==> config.mk <==
export PLATFORM = sky130hd
export DESIGN_NAME = stepper_ramp_sequencer_core_flat
export DESIGN_NICKNAME = d
export VERILOG_FILES = /design/src/sv/srs_pkg.sv /design/src/sv/srs_if.sv /design/src/sv/srs_cfg_regs.sv /design/src/sv/srs_step_core.sv /design/src/sv/srs_out_buf.sv /design/src/sv/stepper_ramp_sequencer_core.sv /design/src/flat_wrapper.sv
export SDC_FILE = /design/constraint.sdc
export NUM_CORES = 1
export LEC_CHECK = 0
export BUFFER_PORTS_ARGS = -buffer_cell sky130_fd_sc_hd__buf_4
export CAP_MARGIN = 40
export CORE_MARGIN = 1.5
export CORE_UTILIZATION = 50
export CTS_CLUSTER_SIZE = 12
export DETAILED_ROUTE_END_ITERATION = 7
export PLACE_DENSITY_LB_ADDON = 0.12
export RECOVER_POWER = 25
export SLEW_MARGIN = 20
export SYNTH_ARGS = -nofsm -noshare
export SYNTH_HDL_FRONTEND = slang
export SYNTH_SLANG_ARGS = --single-unit
==> constraint.sdc <==
create_clock -name clk -period 6.1 [get_ports clk]
set_input_delay 1.22 -clock clk [delete_from_list [all_inputs] [get_ports clk]]
set_output_delay 1.22 -clock clk [all_outputs]
set_load 0.02 [all_outputs]
==> src/sv/srs_pkg.sv <==
// Package for the stepper ramp sequencer: field widths, register indexes,
// reset values, shared structs and the ramp delay table.
// No dependencies.
package srs_pkg;

	// Field widths.
	localparam int unsigned PATTERN_W = 8;
	localparam int unsigned DELAY_W   = 12;
	localparam int unsigned LEAD_W    = 8;
	localparam int unsigned COUNT_W   = 10;
	localparam int unsigned INDEX_W   = 11;
	localparam int unsigned PHASE_W   = 3;
	localparam int unsigned CFG_IDX_W = 3;
	localparam int unsigned CFG_DAT_W = 12;
	// Width of the step arithmetic: holds 2*RAMP_LEN plus the largest step count.
	localparam int unsigned CALC_W    = 12;

	// Ramp length default and table depth.
	localparam int unsigned RAMP_LEN_DEF = 13;
	localparam int unsigned ROM_DEPTH    = 13;

	// Operation codes of an input item.
	typedef enum logic {
		OP_START   = 1'b0,
		OP_ADVANCE = 1'b1
	} op_t;

	// Configuration register indexes.
	localparam logic [CFG_IDX_W-1:0] REG_PATTERN_A = 3'd0;
	localparam logic [CFG_IDX_W-1:0] REG_PATTERN_B = 3'd1;
	localparam logic [CFG_IDX_W-1:0] REG_PATTERN_C = 3'd2;
	localparam logic [CFG_IDX_W-1:0] REG_PATTERN_D = 3'd3;
	localparam logic [CFG_IDX_W-1:0] REG_FIXED_DLY = 3'd4;
	localparam logic [CFG_IDX_W-1:0] REG_REL_LEAD  = 3'd5;

	// Register reset values.
	localparam logic [PATTERN_W-1:0] PATTERN_A_RST = 8'd54;
	localparam logic [PATTERN_W-1:0] PATTERN_B_RST = 8'd46;
	localparam logic [PATTERN_W-1:0] PATTERN_C_RST = 8'd45;
	localparam logic [PATTERN_W-1:0] PATTERN_D_RST = 8'd53;
	localparam logic [DELAY_W-1:0]   FIXED_DLY_RST = 12'd2000;
	localparam logic [LEAD_W-1:0]    REL_LEAD_RST  = 8'd15;

	// Configuration register contents.
	typedef struct packed {
		logic [PATTERN_W-1:0] pattern_a;
		logic [PATTERN_W-1:0] pattern_b;
		logic [PATTERN_W-1:0] pattern_c;
		logic [PATTERN_W-1:0] pattern_d;
		logic [DELAY_W-1:0]   fixed_delay;
		logic [LEAD_W-1:0]    release_lead;
	} srs_cfg_t;

	// One result item.
	typedef struct packed {
		logic [PATTERN_W-1:0] coil_pattern;
		logic [DELAY_W-1:0]   step_delay;
		logic                 conveyor_release;
		logic                 move_done;
	} srs_result_t;

	// Ramp delay table; indexes past the end read the last entry.
	function automatic logic [DELAY_W-1:0] ramp_delay(input logic [CALC_W-1:0] idx);
		logic [DELAY_W-1:0] d;
		case (idx)
			12'd0:   d = 12'd1800;
			12'd1:   d = 12'd1780;
			12'd2:   d = 12'd1720;
			12'd3:   d = 12'd1620;
			12'd4:   d = 12'd1500;
			12'd5:   d = 12'd1360;
			12'd6:   d = 12'd1200;
			12'd7:   d = 12'd1040;
			12'd8:   d = 12'd900;
			12'd9:   d = 12'd780;
			12'd10:  d = 12'd680;
			12'd11:  d = 12'd620;
			default: d = 12'd600;
		endcase
		return d;
	endfunction

endpackage

==> src/sv/srs_if.sv <==
// Stream interfaces of the stepper ramp sequencer: command channel and
// step result channel, each with valid/ready handshake. No dependencies.
interface srs_cmd_if;
	logic       valid;
	logic       ready;
	logic       op;
	logic [9:0] step_count;
	logic       direction;
	logic       ramped;

	modport source (output valid, op, step_count, direction, ramped, input ready);
	modport sink (input valid, op, step_count, direction, ramped, output ready);
endinterface

interface srs_step_if;
	logic        valid;
	logic        ready;
	logic [7:0]  coil_pattern;
	logic [11:0] step_delay;
	logic        conveyor_release;
	logic        move_done;

	modport source (output valid, coil_pattern, step_delay, conveyor_release, move_done,
		input ready);
	modport sink (input valid, coil_pattern, step_delay, conveyor_release, move_done,
		output ready);
endinterface

==> src/sv/srs_cfg_regs.sv <==
// Configuration register file of the stepper ramp sequencer.
// Depends on srs_pkg.
module srs_cfg_regs (
	input  logic                             clk,
	input  logic                             arst_n,
	input  logic                             we,
	input  logic [srs_pkg::CFG_IDX_W-1:0]    index,
	input  logic [srs_pkg::CFG_DAT_W-1:0]    data,
	output srs_pkg::srs_cfg_t                cfg
);
	import srs_pkg::*;

	srs_cfg_t cfg_q;

	// Register writes; indexes past the list are dropped.
	always_ff @(posedge clk or negedge arst_n) begin
		if (!arst_n) begin
			cfg_q.pattern_a    <= PATTERN_A_RST;
			cfg_q.pattern_b    <= PATTERN_B_RST;
			cfg_q.pattern_c    <= PATTERN_C_RST;
			cfg_q.pattern_d    <= PATTERN_D_RST;
			cfg_q.fixed_delay  <= FIXED_DLY_RST;
			cfg_q.release_lead <= REL_LEAD_RST;
		end else if (we) begin
			case (index)
				REG_PATTERN_A: cfg_q.pattern_a    <= data[PATTERN_W-1:0];
				REG_PATTERN_B: cfg_q.pattern_b    <= data[PATTERN_W-1:0];
				REG_PATTERN_C: cfg_q.pattern_c    <= data[PATTERN_W-1:0];
				REG_PATTERN_D: cfg_q.pattern_d    <= data[PATTERN_W-1:0];
				REG_FIXED_DLY: cfg_q.fixed_delay  <= data[DELAY_W-1:0];
				REG_REL_LEAD:  cfg_q.release_lead <= data[LEAD_W-1:0];
				default: ;
			endcase
		end
	end

	assign cfg = cfg_q;

endmodule

==> src/sv/srs_step_core.sv <==
// Move state and single-pass step computation of the stepper ramp sequencer.
// Depends on srs_pkg.
module srs_step_core #(
	parameter int unsigned RAMP_LEN = srs_pkg::RAMP_LEN_DEF
) (
	input  logic                              clk,
	input  logic                              arst_n,
	input  srs_pkg::srs_cfg_t                 cfg,
	input  logic                              take,
	input  logic                              op,
	input  logic [srs_pkg::COUNT_W-1:0]       step_count,
	input  logic                              direction,
	input  logic                              ramped,
	output logic                              res_valid,
	output srs_pkg::srs_result_t              res
);
	import srs_pkg::*;

	localparam logic [CALC_W-1:0] RAMP     = CALC_W'(RAMP_LEN);
	localparam logic [CALC_W-1:0] TWO_RAMP = CALC_W'(2 * RAMP_LEN);

	logic [PHASE_W-1:0] phase_q;
	logic               busy_q;
	logic               dir_q;
	logic               ramped_q;
	logic [COUNT_W-1:0] target_q;
	logic [INDEX_W-1:0] index_q;

	logic [PHASE_W-1:0] phase_nxt;
	logic [CALC_W-1:0]  steps;
	logic [CALC_W-1:0]  k;
	logic [CALC_W-1:0]  cruise;
	logic [CALC_W-1:0]  total;
	logic [CALC_W-1:0]  rel_step;
	logic [DELAY_W-1:0] dly;
	logic               rel;
	logic               done;
	logic               is_start;
	logic               is_step;

	assign is_start = take && (op == OP_START) && !busy_q;
	assign is_step  = take && (op == OP_ADVANCE) && busy_q;

	// Next phase, wrapping over 1..4.
	always_comb begin
		if (!dir_q) begin
			phase_nxt = (phase_q >= 3'd4) ? 3'd1 : phase_q + 3'd1;
		end else begin
			phase_nxt = (phase_q <= 3'd1) ? 3'd4 : phase_q - 3'd1;
		end
	end

	// Step delay, release and end-of-move flag.
	always_comb begin
		steps    = CALC_W'(target_q);
		k        = CALC_W'(index_q);
		cruise   = (steps >= TWO_RAMP) ? steps - TWO_RAMP : '0;
		rel_step = steps - RAMP - CALC_W'(cfg.release_lead);
		rel      = 1'b0;
		if (ramped_q) begin
			total = TWO_RAMP + cruise;
			if (k < RAMP) begin
				dly = ramp_delay(k);
			end else if (k < RAMP + cruise) begin
				dly = ramp_delay(RAMP - 12'd1);
				// Release index is valid only when it lies past the ramp-up.
				rel = (steps >= TWO_RAMP + CALC_W'(cfg.release_lead)) && (k == rel_step);
			end else begin
				dly = ramp_delay(total - 12'd1 - k);
			end
		end else begin
			total = steps;
			dly   = cfg.fixed_delay;
		end
		done = (k + 12'd1 >= total);
		if (!ramped_q && done) begin
			rel = 1'b1;
		end
	end

	// Result for this step.
	always_comb begin
		case (phase_nxt)
			3'd1:    res.coil_pattern = cfg.pattern_a;
			3'd2:    res.coil_pattern = cfg.pattern_b;
			3'd3:    res.coil_pattern = cfg.pattern_c;
			default: res.coil_pattern = cfg.pattern_d;
		endcase
		res.step_delay       = dly;
		res.conveyor_release = rel;
		res.move_done        = done;
	end

	assign res_valid = is_step;

	// Move state update.
	always_ff @(posedge clk or negedge arst_n) begin
		if (!arst_n) begin
			phase_q  <= '0;
			busy_q   <= 1'b0;
			dir_q    <= 1'b0;
			ramped_q <= 1'b0;
			target_q <= '0;
			index_q  <= '0;
		end else if (is_start) begin
			target_q <= step_count;
			dir_q    <= direction;
			ramped_q <= ramped;
			index_q  <= '0;
			busy_q   <= ramped || (step_count != '0);
		end else if (is_step) begin
			phase_q <= phase_nxt;
			if (done) begin
				busy_q  <= 1'b0;
				index_q <= '0;
			end else begin
				index_q <= index_q + 11'd1;
			end
		end
	end

endmodule

==> src/sv/srs_out_buf.sv <==
// Two-entry output buffer (output register plus skid register) for the
// step result channel. Depends on srs_pkg.
module srs_out_buf (
	input  logic                 clk,
	input  logic                 arst_n,
	input  logic                 push,
	input  srs_pkg::srs_result_t push_data,
	output logic                 space,
	output logic                 out_valid,
	input  logic                 out_ready,
	output srs_pkg::srs_result_t out_data
);
	import srs_pkg::*;

	logic        main_valid_q;
	logic        skid_valid_q;
	srs_result_t main_q;
	srs_result_t skid_q;
	logic        pop;

	assign pop   = main_valid_q && out_ready;
	assign space = !skid_valid_q;

	// Valid flags.
	always_ff @(posedge clk or negedge arst_n) begin
		if (!arst_n) begin
			main_valid_q <= 1'b0;
			skid_valid_q <= 1'b0;
		end else if (pop) begin
			main_valid_q <= push || skid_valid_q;
			skid_valid_q <= 1'b0;
		end else if (push) begin
			main_valid_q <= 1'b1;
			skid_valid_q <= main_valid_q;
		end
	end

	// Payload registers.
	always_ff @(posedge clk) begin
		if (pop) begin
			main_q <= skid_valid_q ? skid_q : push_data;
		end else if (push) begin
			if (main_valid_q) begin
				skid_q <= push_data;
			end else begin
				main_q <= push_data;
			end
		end
	end

	assign out_valid = main_valid_q;
	assign out_data  = main_q;

endmodule

==> src/sv/stepper_ramp_sequencer_core.sv <==
// Stepper ramp sequencer top level: one command in, at most one step result out.
// Step results are registered in the output buffer. Throughput: one command per
// cycle while the buffer has space; the two-entry output buffer keeps the
// command side open while a result waits. Reset (arst_n) clears the move state,
// phase and buffer, and loads the configuration registers with their defaults.
// Depends on srs_pkg, srs_if, srs_cfg_regs, srs_step_core and srs_out_buf.
module stepper_ramp_sequencer_core #(
	parameter int unsigned RAMP_LEN = srs_pkg::RAMP_LEN_DEF
) (
	input  logic                          clk,
	input  logic                          arst_n,
	srs_cmd_if.sink                       cmd,
	srs_step_if.source                    step,
	input  logic                          cfg_we,
	input  logic [srs_pkg::CFG_IDX_W-1:0] cfg_index,
	input  logic [srs_pkg::CFG_DAT_W-1:0] cfg_data
);
	import srs_pkg::*;

	srs_cfg_t    cfg;
	srs_result_t res;
	srs_result_t out_data;
	logic        res_valid;
	logic        space;
	logic        take;

	assign cmd.ready = space;
	assign take      = cmd.valid && space;

	srs_cfg_regs u_cfg (
		.clk    (clk),
		.arst_n (arst_n),
		.we     (cfg_we),
		.index  (cfg_index),
		.data   (cfg_data),
		.cfg    (cfg)
	);

	srs_step_core #(
		.RAMP_LEN (RAMP_LEN)
	) u_core (
		.clk        (clk),
		.arst_n     (arst_n),
		.cfg        (cfg),
		.take       (take),
		.op         (cmd.op),
		.step_count (cmd.step_count),
		.direction  (cmd.direction),
		.ramped     (cmd.ramped),
		.res_valid  (res_valid),
		.res        (res)
	);

	srs_out_buf u_buf (
		.clk       (clk),
		.arst_n    (arst_n),
		.push      (res_valid),
		.push_data (res),
		.space     (space),
		.out_valid (step.valid),
		.out_ready (step.ready),
		.out_data  (out_data)
	);

	// Result transfer payload.
	assign step.coil_pattern     = out_data.coil_pattern;
	assign step.step_delay       = out_data.step_delay;
	assign step.conveyor_release = out_data.conveyor_release;
	assign step.move_done        = out_data.move_done;

endmodule

==> src/flat_wrapper.sv <==
// flat-port wrapper written by rule: the top's interface ports become plain ports
module stepper_ramp_sequencer_core_flat import srs_pkg::*;
#(
	parameter int unsigned RAMP_LEN = srs_pkg::RAMP_LEN_DEF
)
  (clk, arst_n, cfg_we, cfg_index, cfg_data, cmd_valid, cmd_op, cmd_step_count, cmd_direction, cmd_ramped, cmd_ready, step_valid, step_coil_pattern, step_step_delay, step_conveyor_release, step_move_done, step_ready);
  srs_cmd_if cmd_i ();
  srs_step_if step_i ();
  input  logic clk;
  input  logic arst_n;
  input  logic cfg_we;
  input  logic [srs_pkg::CFG_IDX_W-1:0] cfg_index;
  input  logic [srs_pkg::CFG_DAT_W-1:0] cfg_data;
  input wire logic [$bits(cmd_i.valid)-1:0] cmd_valid;
  input wire logic [$bits(cmd_i.op)-1:0] cmd_op;
  input wire logic [$bits(cmd_i.step_count)-1:0] cmd_step_count;
  input wire logic [$bits(cmd_i.direction)-1:0] cmd_direction;
  input wire logic [$bits(cmd_i.ramped)-1:0] cmd_ramped;
  output wire logic [$bits(cmd_i.ready)-1:0] cmd_ready;
  output wire logic [$bits(step_i.valid)-1:0] step_valid;
  output wire logic [$bits(step_i.coil_pattern)-1:0] step_coil_pattern;
  output wire logic [$bits(step_i.step_delay)-1:0] step_step_delay;
  output wire logic [$bits(step_i.conveyor_release)-1:0] step_conveyor_release;
  output wire logic [$bits(step_i.move_done)-1:0] step_move_done;
  input wire logic [$bits(step_i.ready)-1:0] step_ready;
  assign cmd_i.valid = cmd_valid;
  assign cmd_i.op = cmd_op;
  assign cmd_i.step_count = cmd_step_count;
  assign cmd_i.direction = cmd_direction;
  assign cmd_i.ramped = cmd_ramped;
  assign cmd_ready = cmd_i.ready;
  assign step_valid = step_i.valid;
  assign step_coil_pattern = step_i.coil_pattern;
  assign step_step_delay = step_i.step_delay;
  assign step_conveyor_release = step_i.conveyor_release;
  assign step_move_done = step_i.move_done;
  assign step_i.ready = step_ready;
  stepper_ramp_sequencer_core #(.RAMP_LEN(RAMP_LEN)) u_core (.clk(clk), .arst_n(arst_n), .cmd(cmd_i), .step(step_i), .cfg_we(cfg_we), .cfg_index(cfg_index), .cfg_data(cfg_data));
endmodule
# [Yosys cells after proc, flatten, opt, wreduce, memory -nomap -nowiden]
# Memory sizes are Yosys's and may differ from the RTL's.
# Index checks and enable logic that the tools add are counted.
[op_classes] n_reduce_logical=30 multipliers=0 add_sub_neg=12 bitwise=3 eq_ne=10 order_cmp=7 n_shift=0 mux=29 n_div=0
[ops] op="22-bit 2-to-1 mux" count=4
[ops] op="12-bit 2-to-1 mux" count=7
[ops] op="11-bit 2-to-1 mux" count=3
[ops] op="8-bit case mux with 3 select lines" count=1
[ops] op="2-bit AND reduction" count=9
[ops] op="11-bit by 1-bit adder with 12-bit output (second input constant)" count=1
[ops] op="4-bit by 12-bit adder with 12-bit output (first input constant)" count=1
[ops] op="5-bit by 12-bit adder with 12-bit output (first input constant)" count=1
[ops] op="11-bit by 12-bit == test with 1-bit output" count=1
[ops] op="3-bit by 2-bit == test with 1-bit output (second input constant)" count=4
[ops] op="12-bit greater-or-equal comparator" count=1
[ops] op="11-bit by 12-bit < comparator with 1-bit output" count=1
[ops] op="11-bit by 9-bit subtractor with 12-bit output" count=1
[ops] op="12-bit by 1-bit subtractor with 12-bit output (second input constant)" count=1
[ops] op="12-bit by 11-bit subtractor with 12-bit output" count=1
[ops] op="11-bit by 1-bit adder with 11-bit output (second input constant)" count=1
[ops] op="11-bit by 4-bit < comparator with 1-bit output (second input constant)" count=1
[ops] op="1-bit 2-to-1 mux" count=11
[ops] op="10-bit by 4-bit subtractor with 11-bit output (second input constant)" count=1
[ops] op="10-bit by 5-bit subtractor with 11-bit output (second input constant)" count=1
[ops] op="10-bit by 5-bit greater-or-equal comparator with 1-bit output (second input constant)" count=1
[ops] op="10-bit by 9-bit greater-or-equal comparator with 1-bit output" count=1
[ops] op="10-bit nonzero test" count=1
[ops] op="5-bit by 8-bit adder with 9-bit output (first input constant)" count=1
[ops] op="17 further kinds" count=35
[word_totals] rom_bits=288 mem_count=2 input_bits=33 regBits=125 output_inout_bits=24 latch_bits=0 ramBits=0
[mem_list] memory="(no name shown)" depth=16 width=9 read_ports=1 rd_ports_with_merged_regs=0 write_ports=0 line="srs_pkg.sv:65" text="case (idx)"
[mem_list] memory="(no name shown)" depth=16 width=9 read_ports=1 rd_ports_with_merged_regs=0 write_ports=0 line="srs_pkg.sv:65"

# [Depth between registers and ports, before layout]
[logic_depth] word_depth=13 ltp_mapped=20 ltp_nobuf=19

# [Modules after synthesis]
# Synthesis repeated with hierarchy kept, for this count alone.
[hier_totals] cells_unflattened=831 area_unflattened_um2=8739.6
[by_module_without_submodules] module="srs_step_core" seq_area_each_um2=675.6 n_inst=1 area_per_inst_um2=4944.7 cells_per_inst=638
[by_module_without_submodules] module="srs_cfg_regs" seq_area_each_um2=1333.8 n_inst=1 area_per_inst_um2=2015.7 cells_per_inst=114
[by_module_without_submodules] module="srs_out_buf" seq_area_each_um2=1371.3 n_inst=1 area_per_inst_um2=1773.0 cells_per_inst=78
[by_module_without_submodules] module="stepper_ramp_sequencer_core" seq_area_each_um2=0.0 n_inst=1 area_per_inst_um2=6.3 cells_per_inst=1

# [Least setup slack after synthesis]
# Ideal clock, no wire load.
[synth_timing] path_type="register to register" from="register u_core.u_core.target_q[1]" to="register u_core.u_buf.skid_q[6] (netlist bit) (data pin)" synth_period_minus_slack_ps=4894 n_path_buf=1 path_slack_ps=1206 setup_time_ps=255 stages_incl_launch_ff=20 arrival_time_ps=4638 path_cell_list="dfrtp_1 inv_1 ha_1 and3b_1 clkbuf_1 nor2_1 nor2_1 ha_1 inv_1 a311oi_1 nand3b_1 xor2_1 ha_1 nor2b_1 a2111oi_0 o2111ai_1 or4_1 nor3_1 o2111ai_1 a31o_1"
[synth_rtl] element="start: declaration" line="srs_step_core.sv:26" text="logic [COUNT_W-1:0] target_q;"
[synth_rtl] element="start signal: assignment" line="srs_step_core.sv:106" text="target_q <= step_count;"
[synth_rtl] element="end signal: assignment" line="srs_out_buf.sv:44" text="skid_q <= push_data;"
[synth_rtl] element="end: declaration" line="srs_out_buf.sv:18" text="srs_result_t skid_q;"

# [Final worst setup path]
[layout_timing] from="register u_core.u_core.target_q[1]" to="register u_core.u_buf.main_q, in the netlist u_core.u_buf.out_data[11] (data pin)"
[layout_via] elab_chain_cells=13
[layout_lines] element="10-bit by 5-bit subtractor with 11-bit output or 10-bit by 5-bit greater-or-equal comparator with 1-bit output (tied branches)" line="srs_step_core.sv:57" text="cruise = (steps >= TWO_RAMP) ? steps - TWO_RAMP : '0;"
[layout_lines] element="12-bit 2-to-1 mux *" line="srs_step_core.sv:57"
[layout_lines] element="5-bit by 12-bit adder with 12-bit output" line="srs_step_core.sv:61" text="total = TWO_RAMP + cruise;"
[layout_lines] element="12-bit by 1-bit subtractor with 12-bit output" line="srs_step_core.sv:69" text="dly = ramp_delay(total - 12'd1 - k);"
[layout_lines] element="12-bit by 11-bit subtractor with 12-bit output" line="srs_step_core.sv:69"
[layout_lines] element="memory 16 x 9 bit or 8-bit zero test (tied branches)"
[layout_lines] element="12-bit 2-to-1 mux" line="srs_pkg.sv:65"
[layout_lines] element="12-bit 2-to-1 mux *" line="srs_step_core.sv:64" text="end else if (k < RAMP + cruise) begin"
[layout_lines] element="12-bit 2-to-1 mux *" line="srs_step_core.sv:62" text="if (k < RAMP) begin"
[layout_lines] element="12-bit 2-to-1 mux *" line="srs_step_core.sv:60" text="if (ramped_q) begin"
[layout_lines] element="22-bit 2-to-1 mux" line="srs_out_buf.sv:43" text="if (main_valid_q) begin"
[layout_lines] element="22-bit 2-to-1 mux" line="srs_out_buf.sv:42" text="end else if (push) begin"
[layout_lines] element="22-bit 2-to-1 mux *" line="srs_out_buf.sv:40" text="if (pop) begin"
[layout_lines] element="end signal: assignment" line="srs_out_buf.sv:41" text="main_q <= skid_valid_q ? skid_q : push_data;"
[layout_lines] element="end signal: assignment" line="srs_out_buf.sv:46" text="main_q <= push_data;"
[layout_lines] element="end: declaration" line="srs_out_buf.sv:17" text="srs_result_t main_q;"
# Mark *: on every way between the ends. The rest lies on a longest branch, timed or not. The select of a mux whose other input is x is not followed.
# A chain may end at the register's enable or synchronous reset.

==> impl_metrics.json <==
{
  "final_antenna_net_count": 0,
  "fin_crit_sh_pct": 90.9,
  "synth-seq-area-share_pct": 38.5,
  "critical_path.endpoint_type": "flop",
  "max-clock-path-buffers": 2,
  "die_area_sq_mm": 0.0184,
  "count_of_fill_cells_added_during_filler_insertion": 1481,
  "placedCellCount": 1130,
  "timing.critical_path.fanout_max": 8,
  "detail_route.wirelength_mm": 23.8,
  "max_cap_violations": 2,
  "finalPower_w": 0.00246,
  "die_w_um": 136,
  "synth-edff-count": 44,
  "critical-path-max-stage-delay_ns": 0.52,
  "post_route_cells_drive_above_1_share_pct": 21.6,
  "worstSkewPairLatency_ns": 0.42,
  "instances_no_fill": 1164,
  "first_pass_grt_wire_length_mm": 37.9,
  "globalRouteMet2Util_pct": 42.7,
  "io_buffers": 56,
  "post_cts_resize_count": 0,
  "cp_num_cells": 19,
  "detail_route.wl_per_cell_um": 20.5,
  "power.ir.vdd_worst_mv": 0.271,
  "multi_input_comb_area_sq_mm": 0.00511,
  "cts.sink_count": 125,
  "grt_antenna_before_repair": 0,
  "worstMarginPinSlew_ns": 3.16,
  "hp-class": "reg -> reg",
  "fin_worst_skew_ns": 0.00914,
  "ys.flop_type": "sky130_fd_sc_hd__dfrtp_1",
  "ys_ff_latch": 125,
  "setup_total_negative_slack_ns": 0,
  "regArea_sq_mm": 0.00338,
  "critical_path_required_ns": 6.27,
  "report.final.hold_viol_count": 0,
  "outcome": "finished, violations left",
  "drc_violations": 0,
  "pin_count_of_the_biggest_net_entering_global_routing": 59,
  "worst-path-buf-inv": 3,
  "timing.critical_path.from": "u_core.u_core.target_q[1]",
  "cpMaxStageDelayCell": "sky130_fd_sc_hd__or4_1",
  "critical_path_arrival_ns": 5.72,
  "syn-cell-area_sq_mm": 0.00878,
  "timing.final.crit_period_ns": 5.55,
  "drt_first_pass_iters": 4,
  "drtIter0Drc": 531,
  "num_io_pins": 57,
  "finish.net_count": 1034,
  "holdWs_ns": 0.504,
  "placeableCoreArea_sq_mm": 0.0172,
  "reg2reg_to": "u_core.u_buf.out_data[11]",
  "slew_viol_final": 99,
  "global_route_congestion_overflow_total": 0,
  "ys_async_sr_fraction_pct": 64.8,
  "worst_r2r_path_depth": 19,
  "syn_avg_cell_area_sq_um": 10.1,
  "cts.clk_slew.worst_paths_ns": 0.06,
  "post_cts_hold_buffer_count": 0,
  "crit_family": "simple AND/OR/NAND/NOR gates",
  "synthesis.yosys.warnings": 0,
  "post-dp-hpwl_mm": 18.2,
  "slew_headroom_pct": -111,
  "clock.fmax_ghz": 0.180,
  "htree_num_levels": 4,
  "synth.net_count": 977,
  "global_route.usage.met3_pct": 6.17,
  "p_per_area_mw_per_mm2": 244,
  "setup_viol": 0,
  "tritoncts.num_buffers": 17,
  "netlist_instances": 869,
  "path_cells": "inv_1, ha_1, nand3b_1, nand4_1, nand2_1, inv_1, ha_1, inv_1, a311oi_1, nand3b_1, xor2_1, ha_1, nor2b_1, a2111oi_0, o2111ai_1, or4_1, nor4_1, a31oi_1, a221o_1",
  "cell_chosen_for_the_clock_root": "sky130_fd_sc_hd__clkbuf_16",
  "crit_path_class": "reg -> reg",
  "grt_pass1_vias": 7006,
  "num_vias": 7108,
  "crit_path_start_kind": "flop",
  "cts_tree": "yes",
  "globalRouteMet1Util_pct": 36.8,
  "ff2ff_setup_slack_ns": 0.55,
  "globalplace.congestion": 0.919,
  "critical_path.endpoint": "u_core.u_buf.out_data[11]",
  "finish.utilization_pct": 58.4,
  "area_delta_synth_final_pct": 14.7,
  "starting_density_of_the_core_pct": 50.9,
  "vias_per_cell": 6.11,
  "synth.lib_cells_used.distinct": 66,
  "top_usage_layer": "met2",
  "rows": 48,
  "setup_repair_after_global_routing_missed_its_margin": "no",
  "power.leakage_nw": 4.20,
  "buffers_inserted_during_post_cts_setup_optimization": 0,
  "crit-reg2reg-launch": "u_core.u_core.target_q[1]",
  "die_h_um": 136,
  "antennaDiodeCount": 0,
  "failing_checks": "capacitance limit, slew limit",
  "grt_overall_usage_pct": 27.1
}
-- Yosys cell counts (all sizes together), types with 25 or more instances --
library cell	n	area, sq um
a21oi	35	175
dfstp	26	683
nor2	58	218
nand2	58	218
inv	41	154
dfrtp	55	1380
o21ai	40	200
mux2	74	833
clkbuf	29	109
edfxtp	44	1320
xnor2	37	324
ha	73	913
mux2i	25	250
-- worst min-delay path by stage --
stage               slack [ns]  cells after the start                    to            startpoint
finish                    0.50                      1   u_core.u_cfg.cfg[9]   u_core.u_cfg.cfg[9]
global route              0.51                      1  u_core.u_cfg.cfg[42]  u_core.u_cfg.cfg[42]
CTS                       0.50                      1   u_core.u_cfg.cfg[9]   u_core.u_cfg.cfg[9]
detailed placement        0.49                      1   u_core.u_cfg.cfg[9]   u_core.u_cfg.cfg[9]
global placement          0.48                      1   u_core.u_cfg.cfg[8]   u_core.u_cfg.cfg[8]
floorplan                 0.47                      1  u_core.u_cfg.cfg[19]  u_core.u_cfg.cfg[19]
-- metal layers --
metal / wire length [um] / up-vias / share of wire (%)
met5: 0 / - / 0
met4: 698 / 0 / 2.9
met3: 1240 / 57 / 5.2
met2: 11100 / 236 / 46
met1: 10800 / 3487 / 45
li1: - / 3328 / -
-- cells by family after synthesis --
logic type / synth area share, %
xor+xnor: 5.89
flops: 38.5
buf+inv: 3.33
simple gates: 14.0
compound gates: 15.0
mux: 12.3
fa+ha+maj: 10.9
-- power by group --
part	switching, W	internal, W
registers	0.0000492	0.000989
logic	0.000188	0.000198
clock network	0.000416	0.000616
total	0.000653	0.00180
-- stage by stage --
stage | worst slack, ns | cell area [sq um]
after floorplan | 1.21 | 8780
after global placement | 0.834 | 9440
after detailed placement | 0.605 | 9490
after CTS | 0.589 | 10100
after global routing | 0.0276 | 10100
final | 0.553 | 10100
-- placed cells by master (no fill, tap or decap), types with 6 or more instances in the layout --
cell type and n:
sky130_fd_sc_hd__edfxtp_1 44, sky130_fd_sc_hd__dfrtp_1 55, sky130_fd_sc_hd__buf_4 61, sky130_fd_sc_hd__o22ai_1 7, sky130_fd_sc_hd__o22a_1 8, sky130_fd_sc_hd__clkbuf_1 8
sky130_fd_sc_hd__a21boi_0 6, sky130_fd_sc_hd__o21ai_0 39, sky130_fd_sc_hd__a2bb2oi_1 8, sky130_fd_sc_hd__clkbuf_16 17, sky130_fd_sc_hd__nor2b_1 10, sky130_fd_sc_hd__a21o_1 8
sky130_fd_sc_hd__mux2_2 74, sky130_fd_sc_hd__nand3_1 19, sky130_fd_sc_hd__a32o_1 8, sky130_fd_sc_hd__nor3_1 23, sky130_fd_sc_hd__ha_1 73, sky130_fd_sc_hd__a211oi_1 10
sky130_fd_sc_hd__mux2i_1 25, sky130_fd_sc_hd__a21oi_1 35, sky130_fd_sc_hd__xor2_1 22, sky130_fd_sc_hd__nor2_1 58, sky130_fd_sc_hd__inv_1 41, sky130_fd_sc_hd__nor4_1 13
sky130_fd_sc_hd__nand2b_1 16, sky130_fd_sc_hd__xnor2_1 37, sky130_fd_sc_hd__and3_1 10, sky130_fd_sc_hd__a31oi_1 12, sky130_fd_sc_hd__nand2_1 58, sky130_fd_sc_hd__dfstp_2 26
-- sequential cells by signal, summed over array words and instances (netlist names) --
register,count
u_core.u_cfg.cfg,52
u_core.u_buf.out_data,22
u_core.u_buf.skid_q,22
u_core.u_core.index_q,11
u_core.u_core.target_q,10
u_core.u_core.phase_q,3
u_core.u_buf.out_valid,1
u_core.u_buf.skid_valid_q,1
u_core.u_core.busy_q,1
u_core.u_core.dir_q,1
u_core.u_core.ramped_q,1
-- layout make-up --
class                      count  area share (%)
clock buffer                  17            4.23
clock inverter                15            1.74
inverter                      42            1.57
multi-input combinational    667            50.8
sequential                   125            33.6
tap                          225            2.80
timing repair buffer          73            5.32
Note: power is estimated with default switching activity, not from simulation.
